--- src/kmv_pkg.sv ---
// ----------------------------------------------------------------------------
// kmv_pkg
// Shared types and constants for the k-minimum-values sketch update block.
// ----------------------------------------------------------------------------
package kmv_pkg;

  // Default sketch capacity (entries held at most)
  localparam int unsigned KMV_MAX_K = 64;

  // Fixed field widths
  localparam int unsigned HASH_W = 64;
  localparam int unsigned KLIM_W = 7;
  localparam int unsigned FILL_W = 7;

  // Result word: 138 payload bits padded to whole bytes
  localparam int unsigned RES_W  = 3 + HASH_W + FILL_W + HASH_W;
  localparam int unsigned RES_BW = ((RES_W + 7) / 8) * 8;

  // Default k_limit after reset
  localparam logic [KLIM_W-1:0] KLIM_RESET = KLIM_W'(64);

  // Sequencer states
  typedef enum logic [3:0] {
    S_IDLE = 4'b0001,
    S_SCAN = 4'b0010,
    S_WAIT = 4'b0100,
    S_DONE = 4'b1000
  } kmv_state_t;

  // Status gathered over one pass of the held entries
  typedef struct packed {
    logic              dup;     // key matched a held entry
    logic [HASH_W-1:0] second;  // largest entry other than the current max
  } kmv_scan_t;

endpackage

--- src/kmv_store.sv ---
// ----------------------------------------------------------------------------
// kmv_store
// Entry memory: one write port, one read port with registered read data.
// ----------------------------------------------------------------------------
module kmv_store
  import kmv_pkg::*;
#(
  parameter int unsigned MAX_K = KMV_MAX_K,
  parameter int unsigned AW    = $clog2(MAX_K)
) (
  input  logic              clk,
  input  logic              we,
  input  logic [AW-1:0]     wr_addr,
  input  logic [HASH_W-1:0] wr_data,
  input  logic              re,
  input  logic [AW-1:0]     rd_addr,
  output logic [HASH_W-1:0] rd_data
);

  logic [HASH_W-1:0] mem [MAX_K];

  // write port
  always_ff @(posedge clk) begin
    if (we) begin
      mem[wr_addr] <= wr_data;
    end
  end

  // registered read port
  always_ff @(posedge clk) begin
    if (re) begin
      rd_data <= mem[rd_addr];
    end
  end

endmodule

--- config.mk ---
export PLATFORM = sky130hd
export DESIGN_NAME = kmv_store
export DESIGN_NICKNAME = d
export VERILOG_FILES = /design/src/kmv_pkg.sv /design/src/kmv_store.sv
export SDC_FILE = /design/constraint.sdc
export NUM_CORES = 2
export LEC_CHECK = 0
export BUFFER_PORTS_ARGS = -buffer_cell sky130_fd_sc_hd__buf_4
export CORE_MARGIN = 2
export CORE_UTILIZATION = 30
export DETAILED_ROUTE_END_ITERATION = 10
export HOLD_SLACK_MARGIN = 0.02
export MAX_ROUTING_LAYER = met4
export PLACE_DENSITY = 0.43
export SYNTH_ARGS = -nofsm -noshare
export SYNTH_HDL_FRONTEND = slang
export SYNTH_SLANG_ARGS = --single-unit
--- constraint.sdc ---
create_clock -name clk -period 6.3 [get_ports clk]
set_input_delay 0.315 -clock clk [delete_from_list [all_inputs] [get_ports clk]]
set_output_delay 0.315 -clock clk [all_outputs]
set_load 0.05 [all_outputs]
==> impl_metrics.toml <==
[global_route]
globalRoute.totalOverflow = 0
antenna_found_initial = 45
grt_usage_pct = 19.7
grt_max_degree = 103
first_global_vias = 77800
grt_first_pass_wirelength_um = 695000

[sta]
finalSetupViolCount = 0
setup_tns_ns = 0
timing_worst_slew_pin_value_ns = 1.28
max_clock_freq_mhz = 323
worst_slew_margin_rel_pct = 14.7
setup_repair_after_global_routing_missed_its_margin = "no"
timing.final.max_slew_violations = 0
fin_skew_ns = 0.0384
finalCritPeriodShare_pct = 49.2
final.min_clock_period_ns = 3.10
layout_setup_ws_ns = 3.20
final-hold-violation-count = 0

[cells_and_area]
nets = 7195
most-common-layout-cells = "edfxtp_1 (4,160), mux4_2 (1,024), clkbuf_16 (460)"
area_delta_synth_final_pct = 16.3
most_common_cell_after_layout_fill_and_taps_aside = "edfxtp_1"
final_layout_size_suffix_gt1_share_pct = 27.8

[job]
maxCapViolations = 0

[synthesis]
ys_ff_latch = 4160
synthTopCellsByArea = "edfxtp_1 (80%), mux4_2 (15%), mux2i_1 (0.86%)"
postSynthCellCount = 6598
synth_top_area_cell = "edfxtp_1"
synth_sequential_area_ratio_pct = 79.6
dominantRegCellSynth = "edfxtp_1"
synth_async_sr_flop_share_pct = 0
synth_edf_count = 4160
synth.avg_cell_area_um2 = 23.8
synth.top_cell.area_share_pct = 79.6
mappedNetlistArea_mm2 = 0.157
synth_cell_types = 32
mappedNetlistNets = 6677
yosys_warnings = 0

[route]
vias_per_cell = 5.25
num_vias = 75800
detail_route.wirelength_um = 515000
post-route-drc-count = 0
ant_nets = 0
wl_per_cell_um = 35.7
drtIter0Drc = 8625
drt-pass1-iter-count = 6

[setup_path]
endpoint_kind = "flip-flop"
worstSetupStartpointType = "input pin"
cp_cell_sequence = "buf_8 > buf_12 > buf_4 > mux4_2 > mux2i_1 > o22ai_1 > a31oi_1 > a211oi_1"
critical_path_class = "in2reg"
critical_path.slowest_cell = "buf_4"
crit_path_max_incr_delay_ns = 0.60
worst_ep_arrival_time_ns = 3.77
cp_data_required_time_ns = 6.97
critPathMaxFanout = 64

[place]
place_ws_ns = 2.18
place.gp.congestion = 0.739
port_buffers = 142
dp_hpwl_um = 262000

[worst_hold_path]
worst_hold_path_type = "in2reg"

[die]
die_width_um = 727
num_io_pins = 143
area_of_the_die_mm2 = 0.529
dieHeight_um = 727
initial_core_util_pct = 30.1
core_area_mm2 = 0.521
fp-row-count = 265

[clocking]
worstSkewPairLatency_ns = 0.98
clk_path_buf_depth = 4
ctsHtreeMaxLevel = 5
clock_sink_total = 4160
clock_tree.root_cell = "clkbuf_16"
post_cts_resized = 0
tritoncts = "built"
numCtsBuffers = 454
worst_setup_hold_path_clk_slew_ns = 0.06

[power_and_ir_drop]
power.ir.vdd_worst_mv = 0.243
power.leakage_nw = 55.8
pwr_density_cell_mw_per_mm2 = 323

[run_status]
outcome = "completed"
critical path, delay by kind of cell:
kind	cells	cell delay, ns
buffers and inverters	3	1.47
AOI/OAI and AO/OA	3	1.00
muxes	2	0.63
Yosys cell counts, drive strengths merged, types with 11 or more instances:
library cell	n
a2bb2oi	19
a211oi	63
or3	29
o22ai	83
or2	28
mux4	1024
mux2i	135
inv	19
clkbuf	140
a22o	88
nand3	45
nand2	58
a41oi	26
nor2b	28
a31oi	18
buf	230
o221ai	38
a22oi	168
and3	64
nor2	112
nand2b	11
edfxtp	4160
path summary, 6_finish.rpt:
check | start | endpoint | slack [ns] | cells after the start
setup / recovery | rd_addr[2] | rd_data[7] | 3.20 | 8
hold / removal | we | mem[39][2] | 0.10 | 4
setup reg to reg | mem[63][7] | rd_data[7] | 3.93 | 5
hold reg to reg | mem[47][26] | rd_data[26] | 0.92 | 4
per-stage QoR:
step | instance area, µm² | total power, W | util, % | hold slack (ns) | cells
after floorplan | 157000 | 0.0329 | - | 0.414 | 6598
after global placement | 168000 | 0.0343 | 32.3 | 0.778 | 13500
after detailed placement | 168000 | 0.0343 | 32.3 | 0.777 | 13500
after CTS | 183000 | 0.0597 | 35.1 | 0.0252 | 14400
after global routing | 183000 | 0.0608 | 35.1 | 0.0908 | 14400
final | 183000 | 0.0591 | 35.1 | 0.104 | 14400
state kept, by name, summed over array words and instances, names as in the netlist:
signal	cells
mem	4096
rd_data	64
power by group:
group	switching, W	internal (W)	leakage, nW	total, W
Combinational	0.00186	0.00101	11.6	0.00286
Sequential	0.000150	0.0307	37.5	0.0309
Clock	0.0110	0.0144	6.79	0.0253
logic make-up (layout without fill, tap and decap cells):
kind of cell,count (synthesis),in the layout,synth area share [%]
DFF,4160,4160,79.6
muxes,1159,1159,15.6
AOI/OAI and AO/OA,504,504,2.47
buffers and inverters,389,1267,1.18
and+or+nand+nor,386,386,1.23
other,0,15,0
area by class of cell:
type	instances	area, µm²
sequential	4160	125000
tap	6942	8690
fill	47900	338000
antenna	15	37.5
clock buffer	585	12000
inverter	19	71.3
clock inverter	231	1930
timing repair buffer	432	4230
multi-input combinational	2049	30800
layer usage:
layer  track usage, %  share of wire (%)  vias to the layer above
li1                 -                  -                    29700
met1             26.5                 44                    43300
met2             32.5                 50                     2242
met3             2.13                4.6                      596
met4             4.09                2.1                        0
met5                -                  0                        -
repair_timing:
action / 4_1_cts / 5_1_grt
endpoints found under the hold margin: 4123 / 0
setup buffers: 0 / 0
endpoints found under the setup margin: 0 / 0
hold buffers: 69 / 0
Note: power is estimated with default switching activity, not from simulation.
