`config.mk`:
```
export PLATFORM = sky130hd
export DESIGN_NAME = kmv_scan
export DESIGN_NICKNAME = d
export VERILOG_FILES = /design/src/kmv_pkg.sv /design/src/kmv_scan.sv
export SDC_FILE = /design/constraint.sdc
export NUM_CORES = 1
export LEC_CHECK = 0
export ABC_AREA = 1
export BUFFER_PORTS_ARGS = -buffer_cell sky130_fd_sc_hd__buf_4
export CORE_AREA = 2 2 129 156
export DETAILED_ROUTE_END_ITERATION = 10
export DIE_AREA = 0 0 131 158
export GPL_TIMING_DRIVEN = 0
export SYNTH_ARGS = -nofsm -noshare
export SYNTH_HDL_FRONTEND = slang
export SYNTH_SLANG_ARGS = --single-unit
```
`constraint.sdc`:
```
create_clock -name clk -period 2.25 [get_ports clk]
set_clock_uncertainty 0.05 [all_clocks]
set_input_delay 0.225 -clock clk [delete_from_list [all_inputs] [get_ports clk]]
set_output_delay 0.225 -clock clk [all_outputs]
set_load 0.1 [all_outputs]
```
`src/kmv_pkg.sv`:
```
// ----------------------------------------------------------------------------
// kmv_pkg
// Shared types and constants for the k-minimum-values sketch update block.
// ----------------------------------------------------------------------------
package kmv_pkg;

  // Default sketch capacity (entries held at most)
  localparam int unsigned KMV_MAX_K = 64;

  // Fixed field widths
  localparam int unsigned HASH_W = 64;
  localparam int unsigned KLIM_W = 7;
  localparam int unsigned FILL_W = 7;

  // Result word: 138 payload bits padded to whole bytes
  localparam int unsigned RES_W  = 3 + HASH_W + FILL_W + HASH_W;
  localparam int unsigned RES_BW = ((RES_W + 7) / 8) * 8;

  // Default k_limit after reset
  localparam logic [KLIM_W-1:0] KLIM_RESET = KLIM_W'(64);

  // Sequencer states
  typedef enum logic [3:0] {
    S_IDLE = 4'b0001,
    S_SCAN = 4'b0010,
    S_WAIT = 4'b0100,
    S_DONE = 4'b1000
  } kmv_state_t;

  // Status gathered over one pass of the held entries
  typedef struct packed {
    logic              dup;     // key matched a held entry
    logic [HASH_W-1:0] second;  // largest entry other than the current max
  } kmv_scan_t;

endpackage

```
`src/kmv_scan.sv`:
```
// ----------------------------------------------------------------------------
// kmv_scan
// Compare unit stepped over the held entries, one entry per cycle: flags a
// duplicate, finds the slot of the current max and tracks the runner-up.
// ----------------------------------------------------------------------------
module kmv_scan
  import kmv_pkg::*;
#(
  parameter int unsigned MAX_K = KMV_MAX_K,
  parameter int unsigned AW    = $clog2(MAX_K)
) (
  input  logic              clk,
  input  logic              rst,
  input  logic              clr,
  input  logic              rd_en,
  input  logic [AW-1:0]     rd_addr,
  input  logic [HASH_W-1:0] rd_data,
  input  logic [HASH_W-1:0] key,
  input  logic [HASH_W-1:0] cur_max,
  output kmv_scan_t         res,
  output logic [AW-1:0]     max_idx
);

  logic          en_q;
  logic [AW-1:0] idx_q;

  // align the read request with the registered memory data
  always_ff @(posedge clk) begin
    if (rst) begin
      en_q <= 1'b0;
    end else begin
      en_q <= rd_en;
    end
  end

  always_ff @(posedge clk) begin
    idx_q <= rd_addr;
  end

  // accumulate compare results over the pass
  always_ff @(posedge clk) begin
    if (clr) begin
      res.dup    <= 1'b0;
      res.second <= '0;
    end else if (en_q) begin
      if (rd_data == key) begin
        res.dup <= 1'b1;
      end
      if (rd_data == cur_max) begin
        max_idx <= idx_q;
      end else if (rd_data > res.second) begin
        res.second <= rd_data;
      end
    end
  end

endmodule

```
==> results.rst <==
.. list-table::
   :header-rows: 1

   * - Metric
     - Value
   * - Power share of the clock group
     - 0.276
   * - Ports
     - 273
   * - Register area share after synthesis
     - 0.244
   * - Proportion of total power due to net switching
     - 0.403
   * - Utilization of the core after routing
     - 0.553
   * - Gate Count Post-Synth
     - 1003
   * - Unrepaired setup endpoints after global routing
     - true
   * - Detailed-route wire length
     - 25800 um
   * - Worst reg-to-reg path cell count
     - 13
   * - Via count of the first global-routing pass
     - 6785
   * - Final setup slack of the worst path
     - 0.0206 ns
   * - Worst hold slack after final layout
     - 0.0335 ns
   * - Total routed wire length on the met1 layer
     - 10700 um
   * - Final instance area
     - 10700 um2
   * - HPWL after detailed placement
     - 20700 um
   * - Layout overhead on the synthesized area
     - 60.5%
   * - PwrDens
     - 553 nW/um2
   * - Number of buffers added by the clock tree synthesis step
     - 9
   * - Net Count, Synth
     - 1269
   * - Starting density of the core
     - 0.344
   * - Layout filler cell count
     - 1861
   * - Violation count after the first detailed-routing iteration
     - 331
   * - Gate power share
     - 0.456
   * - Maximum number of pins on one net before global-route repair
     - 16
   * - Die outline width
     - 131 um
   * - Share of synthesized flip-flops with an asynchronous set or reset
     - 0
   * - Clock tree root driver cell
     - clkbuf_16
   * - Top-count cell post-synth
     - nand2_1
   * - Flop pwr share
     - 0.268
   * - Rel. slew slack
     - 0.502
   * - Count of endpoints failing setup in the final report
     - 0
   * - TritonCTS clock tree
     - yes
   * - Most area-consuming cells after synthesis
     - dfxtp_1 (22%), nand2_1 (13%), ha_1 (12%)
   * - Slack of the worst reg-to-reg path
     - 0.02 ns
   * - Startpoint type of the worst setup path
     - register
   * - Die area
     - 20700 um2
   * - Count of warnings emitted by yosys
     - 0
   * - Final Hold Violating Endpoints
     - 0
   * - Length of routed met2 wiring
     - 13200 um
   * - Crit Reg-Reg Startpoint
     - res[23]
   * - Final GP Congestion
     - 0.840
   * - Overall overflow remaining after global route
     - 0
   * - Predominant post-synthesis flop cell
     - dfxtp_1
   * - Hold Startpoint
     - rd_en
   * - Top cells by instance count after synthesis
     - nand2_1 (222), inv_1 (154), nor2_1 (127), a21oi_1 (95), dfxtp_1 (72)
   * - CTS H-tree lvls
     - 3
   * - Detailed-route via count
     - 7439
   * - Maximum achievable frequency
     - 449 MHz
   * - Synth unique cells
     - 32
   * - First-pass GRT wire length
     - 36700 um
   * - Routed met3 length
     - 1540 um
   * - Total number of placement rows
     - 56
   * - Cell count after placement
     - 1536
   * - Critical Path RT
     - 2.44 ns
   * - Area of the core
     - 19300 um2
   * - Highest routed metal layer
     - met4
   * - Transition time at the pin with the least slew margin
     - 0.747 ns
   * - Diode count
     - 0
   * - Clock edge transition at the registers on the reported setup and hold paths
     - 0.07 ns
   * - Count of cells along the worst hold path
     - 3
   * - Highest net fanout along the worst path
     - 10
   * - Worst setup slack before clock tree synthesis
     - -0.223 ns
   * - Final std cells w/o fill
     - 1583
   * - Leakage power figure
     - 4.95 nW
   * - Part of the cycle the worst path needs
     - 0.991
   * - Maximum capacitance violations
     - 0
   * - Result of the run
     - completed
   * - Worst setup EP type
     - register
   * - CP Data Arrival Time
     - 2.42 ns
   * - Proportion of layout cells with a drive suffix above 1
     - 0.399
   * - Cell type with the largest total area after synthesis
     - dfxtp_1
   * - Cell area after technology mapping
     - 6640 um2
   * - Detailed-routing iteration count for the pre-antenna-repair pass
     - 5
   * - Worst hold path class
     - input port to register
   * - Antenna violations before repair
     - 0
   * - Clock Sink Count
     - 78
   * - Maximum vdd ir drop
     - 0.000322 V
   * - Post-Syn Area per Cell
     - 6.62 um2
   * - Internal power component
     - 3.52 mW
   * - Capture point of the worst reg-to-reg path
     - res[12]
   * - Post-synth EDFFs
     - 6
   * - Remaining routing DRC violations
     - 0
   * - Total Nets Final
     - 1583
   * - Net Switching
     - 2.38 mW
   * - DR vias/cell
     - 4.70
   * - Share of the synthesized area in the top cell type
     - 0.217
   * - Hold worst-path end
     - en_q
   * - Post-layout min period
     - 2.23 ns
   * - Total count of max-transition violations in the final report
     - 0
   * - Average routed wire per standard cell
     - 16.3 um
   * - Maximum root-to-sink buffer count
     - 2
   * - Number of synthesized register bits
     - 78
   * - Combined global-route utilization of all metal layers
     - 0.238
   * - Worst-Skew Late Latency
     - 0.34 ns
   * - Placed Area
     - 9200 um2
   * - Critical path start-end classification
     - register to register
   * - Antenna-violating nets left
     - 0
   * - Vert. Die Dim
     - 158 um
   * - Count of input and output buffers
     - 272
-- routing by layer --
layer	vias up	global-route usage
met5	-	0
met4	0	0.0684
met3	17	0.0385
met2	225	0.425
met1	3357	0.291
li1	3840	-
-- stage by stage --
| step | total power [mW] | TNS, ns |
|---|---|---|
| after floorplan | 3.14 | 0 |
| after global placement | 3.90 | -9.80 |
| after detailed placement | 3.92 | -9.99 |
| after CTS | 5.66 | -0.0644 |
| after global routing | 6.22 | -3.36 |
| final | 5.90 | 0 |
-- cell type report --
type | count | area (um2) | area share
well taps | 261 | 327 | 0.0307
clock inverters | 7 | 103 | 0.00963
clock buffers | 9 | 225 | 0.0211
plain buffers | 35 | 424 | 0.0398
multi-input cells | 735 | 4740 | 0.445
repair buffers | 303 | 2430 | 0.228
inverters | 155 | 584 | 0.0549
flip-flops and latches | 78 | 1810 | 0.170
-- registers in the layout (all words and copies together), names as in the netlist --
| signal | count |
|---|---|
| en_q | 1 |
| max_idx | 6 |
| res | 65 |
| idx_q | 6 |
-- kinds of logic after synthesis --
kind of cell    share of synthesized area
compound gates                      0.118
xor+xnor                            0.102
fa+ha+maj                           0.121
buf+inv                             0.125
flops                               0.244
simple gates                        0.291
-- cells in the final DEF, fill, tap and decap left out, drive strengths merged, types with 20 or more instances in the layout --
cell      n
clkbuf   20
nand2   222
buf     319
nand3    78
o21ai    29
inv     159
xnor2    67
a21oi    95
dfxtp    72
ha       64
nor2    128
-- power groups by stage --
stage	combinational (mW)	clock [mW]	sequential (mW)
after floorplan	0.886	0	2.26
after global placement	2.29	0	1.61
after detailed placement	2.31	0	1.61
after CTS	2.41	1.67	1.58
after global routing	2.89	1.73	1.60
final	2.69	1.63	1.58
-- worst max path at each step --
stage                 start       to  slack, ns  depth (start not counted)
finish              res[23]  res[12]       0.02                         13
global route        res[20]   res[7]      -0.09                         14
CTS                 res[21]  res[22]      -0.01                         13
detailed placement  res[23]  res[34]      -0.22                         15
global placement    res[23]  res[37]      -0.22                         15
floorplan            res[2]  res[33]      0.003                         19
-- repair_timing --
action / CTS / global route
hold endpoints to repair: 8 / 0
pin swaps: 7 / 53
resized for setup: 42 / 131
gates cloned: 2 / 7
setup buffers: 0 / 14
setup endpoints to repair: 64 / 64
hold buffers: 8 / 0
-- critical path: stages, from the launching register on --
cell,delay (ns)
dfxtp_4,0.37
inv_4,0.04
ha_4,0.27
nand2_4,0.05
nor2_4,0.10
nand4_1,0.18
nor2_4,0.18
nand2_2,0.08
o21ai_2,0.17
nor2_4,0.09
buf_8,0.17
buf_8,0.15
a21oi_1,0.15
nor2_1,0.07
(Power assumes the default switching activity.)
